==> src/sv/lws_pkg.sv <==
// Package with shared types, constants and helper functions for the lexer.
package lws_pkg;

	localparam int TableDepth = 128;
	localparam int MaxLexLen = 16;
	localparam int IdxW = $clog2(TableDepth);
	localparam int CntW = $clog2(TableDepth + 1);
	localparam int PosW = $clog2(MaxLexLen);
	localparam int LenW = $clog2(MaxLexLen + 1);
	localparam int StoreDepth = TableDepth * MaxLexLen;
	localparam int StoreAw = $clog2(StoreDepth);
	localparam int QueueDepth = 4;
	localparam int QPtrW = $clog2(QueueDepth);

	// Token classes.
	localparam logic [2:0] ClsKeyword = 3'd0;
	localparam logic [2:0] ClsOperator = 3'd1;
	localparam logic [2:0] ClsDelim = 3'd2;
	localparam logic [2:0] ClsIdent = 3'd3;
	localparam logic [2:0] ClsInteger = 3'd4;
	localparam logic [2:0] ClsFull = 3'd5;

	// Front-to-back job kinds.
	localparam logic [1:0] JobDirect = 2'd0;
	localparam logic [1:0] JobWord = 2'd1;
	localparam logic [1:0] JobNumber = 2'd2;

	typedef struct packed {
		logic [7:0] char_code;
		logic       end_of_text;
	} in_item_t;

	typedef struct packed {
		logic [2:0] token_class;
		logic [6:0] token_index;
		logic       truncated;
		logic       last_of_run;
	} out_item_t;

	// One queued job: either a finished token or a lexeme to intern.
	typedef struct packed {
		logic [1:0]                  kind;
		logic [2:0]                  cls;
		logic [6:0]                  idx;
		logic                        trunc;
		logic                        last;
		logic [LenW-1:0]             len;
		logic [MaxLexLen-1:0][7:0]   text;
	} job_t;

	function automatic logic is_alpha(input logic [7:0] c);
		return (c >= 8'h61 && c <= 8'h7a) || (c >= 8'h41 && c <= 8'h5a);
	endfunction

	function automatic logic is_digit(input logic [7:0] c);
		return c >= 8'h30 && c <= 8'h39;
	endfunction

endpackage

==> src/sv/lws_queue.sv <==
// Short job queue between the front end and the back end.
module lws_queue import lws_pkg::*; (
	input  logic clk,
	input  logic arst_n,
	input  logic wr_valid,
	output logic wr_ready,
	input  job_t wr_data,
	output logic rd_valid,
	input  logic rd_ready,
	output job_t rd_data
);
	job_t            slot_q [QueueDepth];
	logic [QPtrW-1:0] wp_q, rp_q;
	logic [QPtrW:0]   cnt_q;
	logic             wr, rd;

	assign wr_ready = cnt_q != (QPtrW+1)'(QueueDepth);
	assign rd_valid = cnt_q != '0;
	assign rd_data = slot_q[rp_q];
	assign wr = wr_valid && wr_ready;
	assign rd = rd_valid && rd_ready;

	// Ring of job slots.
	always_ff @(posedge clk or negedge arst_n) begin
		if (!arst_n) begin
			wp_q <= '0; rp_q <= '0; cnt_q <= '0;
		end else begin
			if (wr) begin
				slot_q[wp_q] <= wr_data;
				wp_q <= wp_q + QPtrW'(1);
			end
			if (rd) rp_q <= rp_q + QPtrW'(1);
			cnt_q <= cnt_q + (QPtrW+1)'(wr) - (QPtrW+1)'(rd);
		end
	end

	assert property (@(posedge clk) disable iff (!arst_n)
		cnt_q <= (QPtrW+1)'(QueueDepth))
		else $error("queue count overflow");
	assert property (@(posedge clk) disable iff (!arst_n)
		(wr && !rd) |=> cnt_q == $past(cnt_q) + (QPtrW+1)'(1))
		else $error("queue count did not grow");
	assert property (@(posedge clk) disable iff (!arst_n)
		(rd && !wr) |=> cnt_q == $past(cnt_q) - (QPtrW+1)'(1))
		else $error("queue count did not shrink");
endmodule

==> config.mk <==
export PLATFORM = sky130hd
export DESIGN_NAME = lws_queue
export DESIGN_NICKNAME = d
export VERILOG_FILES = /design/src/sv/lws_pkg.sv /design/src/sv/lws_queue.sv
export SDC_FILE = /design/constraint.sdc
export NUM_CORES = 1
export LEC_CHECK = 0
export ABC_AREA = 1
export BUFFER_PORTS_ARGS = -buffer_cell sky130_fd_sc_hd__buf_2
export CORE_ASPECT_RATIO = 1.2
export CORE_MARGIN = 5
export CORE_UTILIZATION = 45
export DETAILED_ROUTE_END_ITERATION = 12
export GPL_ROUTABILITY_DRIVEN = 0
export PLACE_DENSITY = 0.67
export SETUP_SLACK_MARGIN = 0.2
export SLEW_MARGIN = 30
export SYNTH_ARGS = -nofsm -noshare
export SYNTH_HDL_FRONTEND = slang
export SYNTH_SLANG_ARGS = --single-unit
==> constraint.sdc <==
create_clock -name clk -period 14.7 [get_ports clk]
set_clock_uncertainty 0.1 [all_clocks]
set_input_delay 2.205 -clock clk [delete_from_list [all_inputs] [get_ports clk]]
set_output_delay 2.205 -clock clk [all_outputs]
set_load 0.02 [all_outputs]
## Word level (Yosys, flattened, before mapping)

Memory sizes are Yosys's and may differ from the RTL's.
Index checks and enable logic that the tools add are counted.

| operators by class | value |
|---|---|
| $add $sub $neg | 4 |
| equality and inequality tests | 1 |
| muxes and demuxes | 2 |
| reduce and logical (&&, ||, !) cells | 4 |

Operators with widths:

| cell | count |
|---|---|
| 2-bit by 1-bit adder with 2-bit output (second input constant) | 2 |
| 3-bit by 1-bit adder with 3-bit output | 1 |
| 1-bit logical AND | 3 |
| 3-bit inequality test (second input constant) | 1 |
| 3-bit nonzero test | 1 |
| 3-bit by 1-bit subtractor with 3-bit output | 1 |
| 1-bit 2-to-1 mux | 2 |

| storage, ports and cells | value |
|---|---|
| register bits after elaboration | 7 |
| bits in writable memories | 588 |
| output and inout port bits | 149 |
| memories | 1 |

Memory list:

| name | words | bits a word | read ports | clocked after memory_dff | write ports | line | RTL |
|---|---|---|---|---|---|---|---|
| slot_q | 4 | 147 | 1 | 0 | 1 | lws_queue.sv:12 | `job_t slot_q [QueueDepth];` |

## Depth between registers and ports, before layout

| logic depth | value |
|---|---|
| depth in word-level cells | 5 |
| gate-level depth with buffers | 12 |

## Worst setup path before layout

No wires, ideal clock.

| timing | value |
|---|---|
| kind | input-to-reg |
| start point | in arst_n |
| end point | mem slot_q[0][0] in the netlist's numbering, enable pin |
| data arrival time | 8.461 ns |
| required time | 13.944 ns |
| path slack | 5.483 ns |
| cell stages on the path | 2 |
| cell sequence | nand3_1 nor2_1 |

| between the ends | value |
|---|---|
| cells in the longest elaborated chain, start to end | 2 |

RTL lines:

| what | line | RTL |
|---|---|---|
| from (decl) | lws_queue.sv:4 | `input logic arst_n,` |
| 1-bit logical AND (implied by the code) | lws_queue.sv:29 | `slot_q[wp_q] <= wr_data;` |
| 1-bit 2-to-1 mux (implied by the code) | lws_queue.sv:29 |  |
| to (decl) | lws_queue.sv:12 |  |

No other way between the ends.

==> flow_metrics.py <==
metrics = {
    "power_and_ir_drop": {
        "internal_power_w": 0.00337,
        "p_comb_share_pct": 35.0,
        "leakagePower_nw": 10.7,
        "peakVddDrop_mv": 0.164,
        "powerDensity_mw_per_mm2": 197,
        "netSwitchingFraction_pct": 37.4,
        "seq_power_share_pct": 39.6,
        "switchingPower_w": 0.00201,
        "p_clk_share_pct": 25.3,
    },
    "worst_setup_path": {
        "r2r-end": "slot_q[1][71]",
        "critPathKind": "flop to output port",
        "required_ns": 12.40,
        "endpoint_kind": "output port",
        "worst_ep_arrival_time_ns": 3.84,
        "r2r_slack_ns": 11.55,
        "startpoint_type": "flop",
        "regToRegStartpoint": "cnt_q[1]",
        "r2r_cells": 5,
        "worst-path-max-fanout": 95,
    },
    "timing": {
        "clock.fmax_mhz": 163,
        "final.period_utilization_pct": 41.8,
        "tns_ns": 0,
        "slew_violations": 0,
        "maxSlewHeadroom_pct": 37.8,
        "period_minus_slack_ns": 6.15,
        "hold_viol_final": 0,
        "hold_ws_ns": 0.426,
        "worst_slew_pin_slew_ns": 0.933,
        "setup_viol": 0,
        "grt_setup_unrepaired": "false",
        "setup_ws_ns": 8.55,
    },
    "clock_tree": {
        "cts_buffers": 57,
        "clockBufferDepth": 3,
        "cts_resized": 0,
        "cts_sinks": 595,
        "path_clk_slew_ns": 0.06,
        "cts_hold_buf": 0,
        "cts_setup_buffers": 0,
        "root_buffer": "clkbuf_16",
        "cts_tree": "yes",
        "htree_levels": 2,
        "worstSkewPairLatency_ns": 0.59,
    },
    "yosys": {
        "yosysSeqAreaShare_pct": 76.1,
        "ys.flop_type": "edfxtp_1",
        "avgSynthCellArea_sq_um": 12.2,
        "ys_ff_latch": 595,
        "syn-num-nets": 2079,
        "yosys.cell_types.count": 16,
        "netlist_area_sq_mm": 0.0234,
        "postSynth.asyncResetShare_pct": 1.18,
        "yosysWarningCount": 0,
        "synth_edf_count": 588,
        "synthCells": 1921,
    },
    "layout": {
        "drive_above_1_share_pct": 17.6,
        "final_cell_mix": "588 x edfxtp_1, 460 x nand2_1, 299 x buf_2, 295 x nor2_1, 171 x o21ai_0",
        "final_common_cell": "edfxtp_1",
        "final_area_sq_mm": 0.0273,
        "fin_nets": 2357,
        "utilization_pct": 53.0,
        "area_growth_pct": 16.4,
    },
    "global_routing": {
        "grt_max_degree": 124,
        "grt_pass1_wl_mm": 77.0,
        "grt-ovfl-total": 0,
        "grt_util_all_layers_pct": 17.2,
        "antenna_found_initial": 15,
        "grt_pass1_vias": 13900,
    },
    "hold_path": {
        "min_to": "cnt_q[0]",
        "hold_start": "cnt_q[0]",
        "worstHoldPathType": "flop to flop",
        "whs_path_depth": 1,
    },
    "detailed_routing": {
        "antenna_left": 0,
        "wl_per_cell_microns": 17.1,
        "via_per_inst": 4.89,
        "drc": 0,
        "via_count": 14400,
        "routed_wl_mm": 50.3,
        "drt_first_pass_iters": 5,
        "drt_iter0_markers": 1028,
    },
    "floorplan": {
        "die_w_microns": 218,
        "coreArea_sq_mm": 0.0515,
        "die_h_microns": 260,
        "num_io_pins": 300,
        "rows": 91,
        "die_area_sq_mm": 0.0568,
        "initial_core_util_pct": 45.6,
    },
    "place": {
        "io_buffers": 299,
        "place_hpwl_mm": 29.2,
        "preCtsSetupSlack_ns": 9.04,
        "dpl_cell_area_sq_mm": 0.0255,
    },
    "job": {
        "maxCapViolCount": 0,
    },
    "run_status": {
        "status": "finished clean",
    },
}
-- metrics by stage --
step                total power, W  cells
detailed placement         0.00408   2836
CTS                        0.00546   2940
global placement           0.00404   2835
floorplan                  0.00351   1921
finish                     0.00538   2951
global route               0.00571   2944
-- worst max path at each step --
stage	slack, ns	startpoint	endpoint
finish	8.55	rp_q[0]	rd_data[93]
global route	8.20	rp_q[0]	rd_data[49]
CTS	8.38	rp_q[1]	rd_data[49]
detailed placement	9.04	rp_q[0]	rd_data[63]
global placement	9.08	rp_q[0]	rd_data[23]
floorplan	5.48	arst_n	slot_q[0][0]
-- registers in the layout, summed over array words and instances (netlist names) --
| register | flops |
|---|---|
| cnt_q | 3 |
| slot_q | 588 |
| rp_q | 2 |
| wp_q | 2 |
-- cell families after synthesis --
family	synth area share (%)
AO/OA/AOI/OAI	6.28
adder cells (fa/ha/maj)	0.406
buffers and inverters	4.97
flip-flops	76.1
AND/OR/NAND/NOR	12.3
-- critical path: stages (launching register included) --
cell and delay [ns]:
dfrtp_4 0.96, buf_4 0.71, buf_4 0.83, nand2_1 0.13, o21ai_0 0.13, nand2_1 0.08
nand2_1 0.14, buf_2 0.18
-- layout make-up --
type / count / area [sq um]
inverters: 163 / 622
clock buffers: 73 / 1530
fillers: 4320 / 24200
clock inverters: 31 / 218
repair buffers: 316 / 1700
diodes: 10 / 25.0
well taps: 697 / 872
flip-flops and latches: 595 / 17800
multi-input cells: 1066 / 4480
-- power groups by stage --
stage | Combinational, W | Clock, W | Sequential (W)
after floorplan | 0.00134 | 0 | 0.00217
after global placement | 0.00188 | 0 | 0.00216
after detailed placement | 0.00192 | 0 | 0.00217
after CTS | 0.00192 | 0.00140 | 0.00213
after global routing | 0.00209 | 0.00147 | 0.00215
final | 0.00188 | 0.00136 | 0.00213
-- synthesized netlist by cell type (2+ instances only) --
master    count  area (sq um)
buf_4        18           135
edfxtp_1    588         17700
buf_1        14          52.6
nor2_1      299          1120
buf_6        13           146
o21ai_0     171           856
ha_1          6          75.1
o21ai_1     123           616
inv_2         2          7.51
dfrtp_1       7           175
nand3_1       6          30.0
clkbuf_1     33           124
inv_1       161           604
nand2_1     460          1730
buf_2        19          95.1
-- routing by layer --
| metal | track usage [%] | part of all wire (%) | wire [microns] | vias to the layer above |
|---|---|---|---|---|
| met4 | 4.89 | 2.4 | 1220 | 14 |
| met1 | 21.6 | 41 | 20800 | 6942 |
| met3 | 4.87 | 6.9 | 3450 | 87 |
| li1 | - | - | - | 7054 |
| met5 | 0 | 0.20 | 103 | - |
| met2 | 29.5 | 49 | 24800 | 334 |
No activity file was read; power rests on OpenSTA's default activity.
