$ cat config.mk
export PLATFORM = sky130hd
export DESIGN_NAME = lws_front
export DESIGN_NICKNAME = d
export VERILOG_FILES = /design/src/sv/lws_pkg.sv /design/src/sv/lws_front.sv
export SDC_FILE = /design/constraint.sdc
export NUM_CORES = 1
export LEC_CHECK = 0
export CAP_MARGIN = 40
export CORE_MARGIN = 10
export CORE_UTILIZATION = 55
export DETAILED_ROUTE_END_ITERATION = 10
export DONT_BUFFER_PORTS = 1
export PLACE_DENSITY = 0.69
export SYNTH_ARGS = -nofsm -noshare
export SYNTH_HDL_FRONTEND = slang
export SYNTH_SLANG_ARGS = --single-unit
$ cat constraint.sdc
create_clock -name clk -period 2.91 [get_ports clk]
set_clock_uncertainty 0.1 [all_clocks]
set_input_delay 0.1455 -clock clk [delete_from_list [all_inputs] [get_ports clk]]
set_output_delay 0.1455 -clock clk [all_outputs]
set_load 0.02 [all_outputs]
$ cat src/sv/lws_pkg.sv
// Package with shared types, constants and helper functions for the lexer.
package lws_pkg;

	localparam int TableDepth = 128;
	localparam int MaxLexLen = 16;
	localparam int IdxW = $clog2(TableDepth);
	localparam int CntW = $clog2(TableDepth + 1);
	localparam int PosW = $clog2(MaxLexLen);
	localparam int LenW = $clog2(MaxLexLen + 1);
	localparam int StoreDepth = TableDepth * MaxLexLen;
	localparam int StoreAw = $clog2(StoreDepth);
	localparam int QueueDepth = 4;
	localparam int QPtrW = $clog2(QueueDepth);

	// Token classes.
	localparam logic [2:0] ClsKeyword = 3'd0;
	localparam logic [2:0] ClsOperator = 3'd1;
	localparam logic [2:0] ClsDelim = 3'd2;
	localparam logic [2:0] ClsIdent = 3'd3;
	localparam logic [2:0] ClsInteger = 3'd4;
	localparam logic [2:0] ClsFull = 3'd5;

	// Front-to-back job kinds.
	localparam logic [1:0] JobDirect = 2'd0;
	localparam logic [1:0] JobWord = 2'd1;
	localparam logic [1:0] JobNumber = 2'd2;

	typedef struct packed {
		logic [7:0] char_code;
		logic       end_of_text;
	} in_item_t;

	typedef struct packed {
		logic [2:0] token_class;
		logic [6:0] token_index;
		logic       truncated;
		logic       last_of_run;
	} out_item_t;

	// One queued job: either a finished token or a lexeme to intern.
	typedef struct packed {
		logic [1:0]                  kind;
		logic [2:0]                  cls;
		logic [6:0]                  idx;
		logic                        trunc;
		logic                        last;
		logic [LenW-1:0]             len;
		logic [MaxLexLen-1:0][7:0]   text;
	} job_t;

	function automatic logic is_alpha(input logic [7:0] c);
		return (c >= 8'h61 && c <= 8'h7a) || (c >= 8'h41 && c <= 8'h5a);
	endfunction

	function automatic logic is_digit(input logic [7:0] c);
		return c >= 8'h30 && c <= 8'h39;
	endfunction

endpackage

$ cat src/sv/lws_front.sv
// Front end: character classification, lexeme assembly and keyword match.
module lws_front import lws_pkg::*; (
	input  logic     clk,
	input  logic     arst_n,
	input  logic     in_valid,
	output logic     in_ready,
	input  in_item_t in_data,
	output logic     job_valid,
	input  logic     job_ready,
	output job_t     job
);
	typedef enum logic [1:0] {
		M_IDLE, M_WORD, M_NUMBER, M_STOPPED
	} mode_t;

	mode_t                     mode_q;
	logic [MaxLexLen-1:0][7:0] buf_q;
	logic [LenW-1:0]           len_q;
	logic                      ovf_q;
	// Second job of an item waits here.
	logic                      pend_q;
	job_t                      pend_job_q;

	logic [7:0] c;
	logic       eot, al, dg, flush, has_lex, kw_hit;
	logic [6:0] kw_idx;
	logic       tok, is_op, is_dl, is_hash;
	logic [6:0] tok_idx;
	job_t       lex_job, tok_job, first_job;
	logic       first_v, second_v;

	assign c = in_data.char_code;
	assign eot = in_data.end_of_text;
	assign al = is_alpha(c);
	assign dg = is_digit(c);
	assign has_lex = (mode_q == M_WORD) || (mode_q == M_NUMBER);

	// Keyword compare against the assembled buffer.
	always_comb begin
		kw_hit = 1'b0;
		kw_idx = 7'd0;
		if (!ovf_q && mode_q == M_WORD) begin
			if (len_q == LenW'(3) && buf_q[0] == "i" && buf_q[1] == "n" && buf_q[2] == "t") begin
				kw_hit = 1'b1; kw_idx = 7'd0;
			end
			if (MaxLexLen >= 4 && len_q == LenW'(4) && buf_q[0] == "m"
			    && buf_q[1] == "a" && buf_q[2] == "i" && buf_q[3] == "n") begin
				kw_hit = 1'b1; kw_idx = 7'd1;
			end
			if (MaxLexLen >= 6 && len_q == LenW'(6) && buf_q[0] == "r"
			    && buf_q[1] == "e" && buf_q[2] == "t" && buf_q[3] == "u"
			    && buf_q[4] == "r" && buf_q[5] == "n") begin
				kw_hit = 1'b1; kw_idx = 7'd2;
			end
		end
	end

	// Single character tokens.
	always_comb begin
		is_op = 1'b0; is_dl = 1'b0; tok_idx = 7'd0;
		case (c)
			"+": begin is_op = 1'b1; tok_idx = 7'd0; end
			"*": begin is_op = 1'b1; tok_idx = 7'd1; end
			"=": begin is_op = 1'b1; tok_idx = 7'd2; end
			"(": begin is_dl = 1'b1; tok_idx = 7'd0; end
			")": begin is_dl = 1'b1; tok_idx = 7'd1; end
			"{": begin is_dl = 1'b1; tok_idx = 7'd2; end
			"}": begin is_dl = 1'b1; tok_idx = 7'd3; end
			",": begin is_dl = 1'b1; tok_idx = 7'd4; end
			";": begin is_dl = 1'b1; tok_idx = 7'd5; end
			default: ;
		endcase
		is_hash = (c == "#");
	end

	// Decide what this item does.
	always_comb begin
		flush = 1'b0;
		tok = 1'b0;
		if (eot) flush = has_lex;
		else if (mode_q == M_STOPPED) flush = 1'b0;
		else if (mode_q == M_WORD && (al || dg)) flush = 1'b0;
		else if (mode_q == M_NUMBER && dg) flush = 1'b0;
		else begin
			flush = has_lex;
			tok = !al && !dg && (is_op || is_dl);
		end
		lex_job = '0;
		lex_job.text = buf_q;
		lex_job.len = len_q;
		lex_job.trunc = ovf_q;
		lex_job.last = !tok;
		if (kw_hit) begin
			lex_job.kind = JobDirect;
			lex_job.cls = ClsKeyword;
			lex_job.idx = kw_idx;
			lex_job.trunc = 1'b0;
		end else begin
			lex_job.kind = (mode_q == M_WORD) ? JobWord : JobNumber;
		end
		tok_job = '0;
		tok_job.kind = JobDirect;
		tok_job.cls = is_op ? ClsOperator : ClsDelim;
		tok_job.idx = tok_idx;
		tok_job.last = 1'b1;
		first_v = flush || tok;
		second_v = flush && tok;
		first_job = flush ? lex_job : tok_job;
	end

	assign in_ready = !pend_q && (job_ready || !first_v);
	assign job_valid = pend_q || (in_valid && first_v);
	assign job = pend_q ? pend_job_q : first_job;

	// Scanner state and the held second job.
	always_ff @(posedge clk or negedge arst_n) begin
		if (!arst_n) begin
			mode_q <= M_IDLE;
			len_q <= '0;
			ovf_q <= 1'b0;
			pend_q <= 1'b0;
		end else begin
			if (pend_q && job_ready) pend_q <= 1'b0;
			if (in_valid && in_ready) begin
				if (second_v) begin
					pend_q <= 1'b1;
					pend_job_q <= tok_job;
				end
				if (eot) begin
					mode_q <= M_IDLE; len_q <= '0; ovf_q <= 1'b0;
				end else if (mode_q == M_STOPPED) begin
					mode_q <= M_STOPPED;
				end else if ((mode_q == M_WORD && (al || dg)) || (mode_q == M_NUMBER && dg)) begin
					if (len_q < LenW'(MaxLexLen)) begin
						buf_q[len_q[PosW-1:0]] <= c;
						len_q <= len_q + LenW'(1);
					end else ovf_q <= 1'b1;
				end else begin
					ovf_q <= 1'b0;
					if (al || dg) begin
						mode_q <= al ? M_WORD : M_NUMBER;
						buf_q[0] <= c;
						len_q <= LenW'(1);
					end else begin
						len_q <= '0;
						mode_q <= is_hash ? M_STOPPED : M_IDLE;
					end
				end
			end
		end
	end

	// The pending slot is only filled when an item gave two jobs.
	assert property (@(posedge clk) disable iff (!arst_n)
		$rose(pend_q) |-> $past(in_valid && in_ready))
		else $error("pending job without an accepted item");
	assert property (@(posedge clk) disable iff (!arst_n)
		pend_q |-> !in_ready)
		else $error("front accepts while a job is pending");
	assert property (@(posedge clk) disable iff (!arst_n)
		len_q <= LenW'(MaxLexLen))
		else $error("lexeme length out of range");
endmodule

-- Word level (Yosys, flattened, before mapping)
Index checks and enable logic that the tools add are counted.
- register bits after elaboration: 147
- input bits: 13
- output and inout bits: 149
- word-level logic and storage cells: 167
- add/subtract/negate cells: 1
- order comparisons: 9
- equal/unequal tests: 33
- multiplexer cells: 48
- bitwise gates (word level): 2
- reductions and logical operators: 52
- operator list (kind ; count):
    two-way mux 147 bit ; 2
    bitwise mux 128 bit ; 1
    equality test 8 x 7 -> 1 bit, second input constant ; 14
    equality test 8 x 6 -> 1 bit, second input constant ; 8
    two-way mux 8 bit ; 5
    demux 8 bit (select 4 bit) ; 1
    logical AND 1 bit ; 27
    two-way mux 1 bit ; 23
    two-way mux 5 bit ; 4
    two-way mux 2 bit ; 9
    greater-or-equal comparator 8 x 7 -> 1 bit, second input constant ; 2
    less-or-equal comparator 8 x 7 -> 1 bit, second input constant ; 2
    case mux 3 bit (5 select lines) ; 1
    two-way mux 7 bit ; 2
    AND reduction 6 bit ; 2
    equality test 5 x 3 -> 1 bit, second input constant ; 2
    AND reduction 3 bit ; 3
    greater-or-equal comparator 8 x 6 -> 1 bit, second input constant ; 1
    less-or-equal comparator 8 x 6 -> 1 bit, second input constant ; 1
    logical OR 1 bit ; 8
    zero test 1 bit ; 6
    inequality test 3 bit, second input constant ; 2
    OR reduction 6 bit ; 1
    adder 5 x 1 -> 5 bit, second input constant ; 1
    14 further kinds ; 17

-- Depth between registers and ports, before layout
Gate-level depths: netlist of run 1.
- depth in word-level cells: 16
- depth in mapped cells: 10

-- Worst setup path before layout of run 1
Ideal clock, no wire load.
- path kind: register to register
- start: reg mode_q[0]
- end: reg buf_q[0] (netlist bit), enable pin
- setup time: 398 ps
- arrival: 2648 ps
- required time: 2412 ps
- slack: -236 ps
- cell stages (with the launch flop): 9
- path through: dfrtp_1 > ha_1 > nor2_1 > clkbuf_1 > a222oi_1 > a31o_2 > buf_2 > nand2_1 > nor4b_1
- word-level cells in the longest chain between the ends: 12
- elaborated cells between the ends (all ways): 24
- those cells by class: 4 x eq/ne; 8 x mux; 1 x bitwise; 11 x reduce/logical
- ends and longest elaborated chain (what ; line ; text):
    start: declaration ; lws_front.sv:16 ; mode_t mode_q;
    start signal: assignment ; lws_front.sv:141 ; mode_q <= al ? M_WORD : M_NUMBER;
    start signal: assignment ; lws_front.sv:146 ; mode_q <= is_hash ? M_STOPPED : M_IDLE;
    equality test 2 x 1 -> 1 bit / equality test 2 bit (equally long branches) ; - ;
    logical OR 1 bit / logical AND 1 bit (equally long branches) ; lws_front.sv:36, lws_front.sv:83, lws_front.sv:133 ;
    two-way mux 1 bit ; lws_front.sv:83 ; else if (mode_q == M_NUMBER && dg) flush = 1'b0;
    two-way mux 1 bit ; lws_front.sv:82 ; else if (mode_q == M_WORD && (al || dg)) flush = 1'b0;
    two-way mux 1 bit ; lws_front.sv:81 ; else if (mode_q == M_STOPPED) flush = 1'b0;
    two-way mux 1 bit ; lws_front.sv:80 ; if (eot) flush = has_lex;
    logical OR 1 bit ; lws_front.sv:106 ; first_v = flush || tok;
    zero test 1 bit ; lws_front.sv:111 ; assign in_ready = !pend_q && (job_ready || !first_v);
    logical OR 1 bit ; lws_front.sv:111 ;
    logical AND 1 bit ; lws_front.sv:111 ;
    logical AND 1 bit ; lws_front.sv:124 ; if (in_valid && in_ready) begin
    AND reduction 6 bit (no line) * ; - ;
    end: declaration ; lws_front.sv:17 ; logic [MaxLexLen-1:0][7:0] buf_q;
Every way passes the cells marked *; elsewhere a longest branch is shown, timed or not.
A chain may end at the register's enable or synchronous reset.

==> results of run 1 <==
flip-flops by register name, summed over array words and instances (netlist names):
name and count:
buf_q 128, len_q 5, pend_job_q 5, mode_q 2, ovf_q 1, pend_q 1
worst max path at each step:
| stage | start | end | cells after the start |
|---|---|---|---|
| 2_1_floorplan | mode_q[0] | buf_q[0] | 8 |
| 4_1_cts | mode_q[1] | job[1] | 9 |
| 5_1_grt | mode_q[0] | job[145] | 10 |
| 3_5_place_dp | mode_q[0] | buf_q[122] | 8 |
| 6_report | mode_q[1] | job[145] | 10 |
| 3_3_place_gp | mode_q[0] | buf_q[123] | 8 |
metrics by stage:
step                power [mW]  worst slack, ns  hold slack [ns]  TNS (ns)  instances
global placement          2.69            0.191           -0.249         0        655
finish                    4.90           0.0887           0.0304         0        718
detailed placement        2.70            0.121           -0.249         0        655
global route              5.03          -0.0226           0.0475    -0.256        718
CTS                       4.83         -0.00658           0.0181    -0.147        706
floorplan                 2.64            0.147           -0.250         0        509
logic make-up after synthesis:
kind of cell / synth area share
and+or+nand+nor: 0.239
DFF: 0.648
AOI/OAI and AO/OA: 0.0621
buffers and inverters: 0.0321
adders and majority gates: 0.0135
muxes: 0.00327
other: 0.000576
xor gates and xnor gates: 0.00135
cell type report:
cell class                 count  area, um^2  area share
clock buffer                  17         425      0.0536
clock inverter                15         145      0.0183
inverter                      14        52.6     0.00662
multi-input combinational    326        2280       0.288
sequential                   142        4220       0.532
tap                          143         179      0.0225
timing repair buffer          61         633      0.0797
worst max-delay path, stage by stage, from the launching register on:
cell and delay, ns:
dfrtp_1 0.41, inv_2 0.06, ha_4 0.18, or2_2 0.32, nand3_2 0.11, o211ai_4 0.09, a21oi_4 0.15, and2b_4 0.26
buf_4 0.15, buf_12 0.12, and4_2 0.30
power by group:
group          total (mW)  switching [mW]  internal (mW)
Combinational       0.569           0.367          0.202
Sequential           2.25         0.00798           2.24
Clock                2.08           0.826           1.25
layout by cell type, fill, tap and decap left out, types with 7 or more instances in the layout:
master,n
and2_2,44
nor2_1,26
nand2_1,25
o21ai_0,7
a21oi_1,9
nor2b_1,14
clkbuf_16,20
and2_4,24
dfrtp_1,7
nand4_1,7
dlygate4sd3_1,15
edfxtp_1,133
inv_1,12
and2_1,68
buf_4,35
metal layers:
layer	vias to the layer above	wire length, um	track usage	part of all wire
met4	0	219	0.0823	0.012
met2	252	9050	0.330	0.49
met1	2174	7230	0.259	0.39
met3	25	1810	0.0784	0.099
met5	-	0	0	0
li1	1917	-	-	-
repair_timing:
item	in CTS	in global routing
setup endpoints to repair	90	270
resized for setup	45	66
pin swaps	0	8
hold buffers	18	0
endpoints found under the hold margin	148	0
buffers inserted	0	7
gates cloned	1	5
==> summary.md, run 1 <==
| Metric | Value |
|---|---|
| Status | `completed` |
| Syn avg cell area | `12.9 um^2` |
| Seq/Total Area, Yosys | `0.648` |
| Nets@finish | `582` |
| LEAKAGE | `approximately 2.9 nW` |
| Reg2Reg Depth | `9` |
| Worst Hold Class | `input port to async pin` |
| DRT iter0 DRCs | `728` |
| Initial antenna violation count | `0` |
| ANT nets after route | `0` |
| Mapped Area | `6510 um^2` |
| Largest net degree at the start of global routing | `64` |
| Routability cong. | `a little under 0.9` |
| Power per cell area | `616 nW/um^2` |
| Setup CP Type | `flop to primary output` |
| Crit path DAT | `2.58 ns` |
| Fmax | `354 MHz` |
| Fin. Hold Viols | `0` |
| Worst Path Required | `between 2 and 3 ns` |
| Worst skew pair latency | `between 0.4 and 0.5 ns` |
| Core area | `11500 um^2` |
| Netlist cell types | `59` |
| Tcrit/Tclk final | `0.970` |
| Top FF cell, synth | `edfxtp_1` |
| Gr usage total | `0.210` |
| Final core area utilization | `0.690` |
| First-pass GRT wire length | `25800 um` |
| Drt via density | `6.08` |
| CTS Buf Count | `17` |
| Global route total overflow | `0` |
| CTS Sinks | `142` |
| Reg2Reg Setup Slack | `about 0.16 ns` |
| Final cell area excluding filler cells | `approximately 7900 um^2` |
| CTS clk-pin slew, worst paths | `0.06 ns` |
| Mapped Cells | `505` |
| Setup-failing EPs final | `0` |
| Die width | `between 100 and 150 um` |
| Die ar. | `16600 um^2` |
| Die Y | `around 130 um` |
| Ranking of synthesized cells by area | `edfxtp_1 (61%), and2_1 (13%), dfrtp_1 (3.5%)` |
| Vias | `4368` |
| Seq cells post-synth | `142` |
| Least-Margin Pin Slew | `0.963 ns` |
| DRT Wirelength | `18300 um` |
| Area Growth Syn to Fin | `22.0%` |
| Clk buf depth | `2` |
| H-tree Lvls | `4` |
| Diode count | `0` |
| Vias in the first global route | `between 4000 and 5000` |
| Most common cell in the netlist | `and2_1` |
| TritonCTS clock tree | `built` |
| Slew Viols, Final | `0` |
| YS warnings | `0` |
| Root buf cell | `clkbuf_16` |
| DP HPWL | `~11000 um` |
| Reg2reg start | `mode_q[0]` |
| DRC | `0` |
| Crit start category | `flop` |
| Synth area leader | `edfxtp_1` |
| Most frequent cells after synthesis | `and2_1 (136), edfxtp_1 (133), nor2_1 (26)` |
| WL/cell | `25.5 um` |
| Fin crit period | `2.82 ns` |
| # rows | `39` |
| Post-synth ARST share | `0.0634` |
| Fill cells | `811` |
| Worst r2r dst | `buf_q[122]` |
| Port bufs | `0` |
| Initial Util | `0.565` |
| Dpl cell area | `6810 um^2` |
| Drt pass-1 iters | `5` |
| VDD IR max | `0.000373 V` |
| Number of synthesized flops with an enable pin | `~130` |
| Share of the synthesized area in the top cell type | `0.613` |
| Relative slew slack | `0.358` |
| Layout cells sized above 1 | `0.283` |
| CP Capture Type | `primary output` |
| Worst-path maximum fanout | `10` |
| Number of max-cap violations | `0` |
| # IOs | `approximately 160` |
Power figures use the tool's default switching activity.
==> inputs of run 2 (changes only) <==
--- a/config.mk
+++ b/config.mk
@@ -5,12 +5,12 @@
 export SDC_FILE = /design/constraint.sdc
 export NUM_CORES = 1
 export LEC_CHECK = 0
+export BUFFER_PORTS_ARGS = -buffer_cell sky130_fd_sc_hd__buf_2
 export CAP_MARGIN = 40
 export CORE_MARGIN = 10
-export CORE_UTILIZATION = 55
+export CORE_UTILIZATION = 48
 export DETAILED_ROUTE_END_ITERATION = 10
-export DONT_BUFFER_PORTS = 1
-export PLACE_DENSITY = 0.69
+export PLACE_DENSITY = 0.72
 export SYNTH_ARGS = -nofsm -noshare
 export SYNTH_HDL_FRONTEND = slang
 export SYNTH_SLANG_ARGS = --single-unit
==> summary.md, run 2 (same netlist as run 1, synthesis figures left out) <==
| Metric | Value |
|---|---|
| Status | `completed (unchanged)` |
| Initial Util | `0.492 (was 0.565)` |
| # rows | `42 (was 39)` |
| Setup CP Type | `flop to primary output (unchanged)` |
| Cell Count, Final, Fillers Out | `899 (was 718)` |
| Fmax | `348 MHz (was 354 MHz)` |
| Layout cells sized above 1 | `0.358 (was 0.283)` |
| Fin. Hold Viols | `0 (unchanged)` |
| Worst Path Required | `2.66 ns (about the same)` |
| Fill cells | `985 (was 811)` |
| Setup TNS | `0 ns (unchanged)` |
| Number of max-cap violations | `0 (unchanged)` |
| RSZ-0062 raised after global routing | `true` |
| Relative slew slack | `0.596 (was 0.358)` |
| Drt pass-1 iters | `6 (was 5)` |
| DRT Wirelength | `19100 um (was 18300 um)` |
| Inst Count DP | `846 (was 655)` |
| TritonCTS clock tree | `built (unchanged)` |
| Gr usage total | `0.191 (was 0.210)` |
| ANT nets after route | `0 (unchanged)` |
| Initial antenna violation count | `0 (unchanged)` |
| # IOs | `162 (unchanged)` |
| Slowest CP cell | `dfrtp_2 (was dfrtp_1)` |
| Tcrit/Tclk final | `0.986 (was 0.970)` |
| Crit start category | `flop (unchanged)` |
| Routability cong. | `0.961 (was 0.890)` |
| CTS Buf Count | `17 (unchanged)` |
| CTS clk-pin slew, worst paths | `0.06 ns (about the same)` |
| Power per cell area | `570 nW/um^2 (was 616 nW/um^2)` |
| Core area | `13200 um^2 (was 11500 um^2)` |
| Crit path cell chain | `inv_1, ha_1, or2_2, nand3_2, o211ai_4, a21oi_4, and2b_4, buf_4, buf_12, and4_1, buf_6 (was inv_2, ha_4, or2_2, nand3_2, o211ai_4, a21oi_4, and2b_4, buf_4, buf_12, and4_2)` |
| Worst skew pair latency | `0.41 ns (was 0.42 ns)` |
| Highest cell delay on the worst timing path | `0.41 ns (about the same)` |
| Nets@finish | `730 (was 582)` |
| Clk buf depth | `2 (unchanged)` |
| Port bufs | `156 (was 0)` |
| Die width | `136 um (was 129 um)` |
| Fin crit period | `2.87 ns (was 2.82 ns)` |
| Global route total overflow | `0 (unchanged)` |
| Biggest regs | `buf_q (128), len_q (5), pend_job_q (5) (unchanged)` |
| Crit path DAT | `2.62 ns (was 2.58 ns)` |
| Worst-path maximum fanout | `11 (was 10)` |
| CTS Sinks | `142 (unchanged)` |
| Most common library cell in the layout ignoring fill and taps | `and2_1 (was edfxtp_1)` |
| Setup-failing EPs final | `0 (unchanged)` |
| Die ar. | `18600 um^2 (was 16600 um^2)` |
| Least-Margin Pin Slew | `0.602 ns (was 0.963 ns)` |
| Drt via density | `5.49 (was 6.08)` |
| Largest register FFs | `128 (unchanged)` |
| CP Capture Type | `primary output (unchanged)` |
| Largest net degree at the start of global routing | `54 (was 64)` |
| Vias in the first global route | `4693 (was 4149)` |
| Worst Hold Class | `input port to flop (was input port to async pin)` |
| Slew Viols, Final | `0 (unchanged)` |
| VDD IR max | `0.000271 V (was 0.000373 V)` |
| Area Growth Syn to Fin | `34.2% (was 22.0%)` |
| Setup WS post-layout | `0.0404 ns (was 0.0887 ns)` |
| LEAKAGE | `3.61 nW (was 2.91 nW)` |
| DP HPWL | `13000 um (was 11400 um)` |
| Final cell area excluding filler cells | `8730 um^2 (was 7940 um^2)` |
| H-tree Lvls | `4 (unchanged)` |
| Vias | `4936 (was 4368)` |
| Register name with the most flops | `buf_q (unchanged)` |
| DRC | `0 (unchanged)` |
| Root buf cell | `clkbuf_16 (unchanged)` |
| Die Y | `136 um (was 129 um)` |
| Dpl cell area | `7650 um^2 (was 6810 um^2)` |
| Most frequent cells in the layout | `and2_1 (136), edfxtp_1 (133), buf_4 (102), buf_2 (90) (was edfxtp_1 (133), and2_1 (68), and2_2 (44), buf_4 (35), nor2_1 (26))` |
| Reg2Reg Setup Slack | `0.15 ns (was 0.16 ns)` |
| WL/cell | `21.3 um (was 25.5 um)` |
| WHS | `0.0298 ns (was 0.0304 ns)` |
| DRT iter0 DRCs | `531 (was 728)` |
| First-pass GRT wire length | `26800 um (was 25800 um)` |
| Setup WS pre-CTS | `0.195 ns (was 0.121 ns)` |
| Diode count | `0 (unchanged)` |
run 2: critical path, delay by kind of cell (launching register included):
family	cells	cell delay [ns]
buf+inv	4	0.45
compound gates	2	0.25
flops	1	0.41
simple gates	4	0.88
fa+ha+maj	1	0.21
run 2: metrics by stage:
stage               power [mW]   util
CTS                       4.89  0.626
global placement          2.84  0.578
finish                    4.97  0.660
detailed placement        2.85  0.578
global route              5.16  0.660
floorplan                 2.64      -
run 2: final timing paths:
check / startpoint / endpoint / cells past startpoint
max in group asynchronous: arst_n / len_q[0] / 2
min reg2reg: mode_q[0] / mode_q[0] / 1
max: mode_q[0] / job[145] / 11
min: in_data[8] / buf_q[127] / 1
max reg2reg: mode_q[1] / buf_q[84] / 10
min in group asynchronous: arst_n / mode_q[1] / 2
run 2: cell type report:
cell class	instances	area (um^2)	area share
clock buffers	19	433	0.0496
clock inverters	13	124	0.0142
inverters	14	52.6	0.00602
multi-input cells	325	2150	0.247
flip-flops and latches	142	4220	0.483
well taps	176	220	0.0252
repair buffers	210	1530	0.175
run 2: metal layers:
metal | vias up | wire (um) | global-route usage
li1 | 2210 | - | -
met1 | 2409 | 7990 | 0.242
met2 | 290 | 9000 | 0.297
met3 | 27 | 1840 | 0.0690
met4 | 0 | 299 | 0.0669
met5 | - | 0 | 0
run 2: power by group:
group,total [mW],internal [mW],switching (mW)
Sequential,2.25,2.24,0.00789
Combinational,0.706,0.286,0.420
Clock,2.02,1.25,0.775
Total,4.97,3.77,1.20
run 2: what timing repair did:
| action | in CTS | in global routing |
|---|---|---|
| pin swaps | 0 | 6 |
| buffers inserted | 2 | 9 |
| resized for setup | 5 | 78 |
| endpoints found under the setup margin | 108 | 237 |
| cloned | 1 | 8 |
| endpoints found under the hold margin | 10 | 0 |
| hold buffers | 2 | 0 |
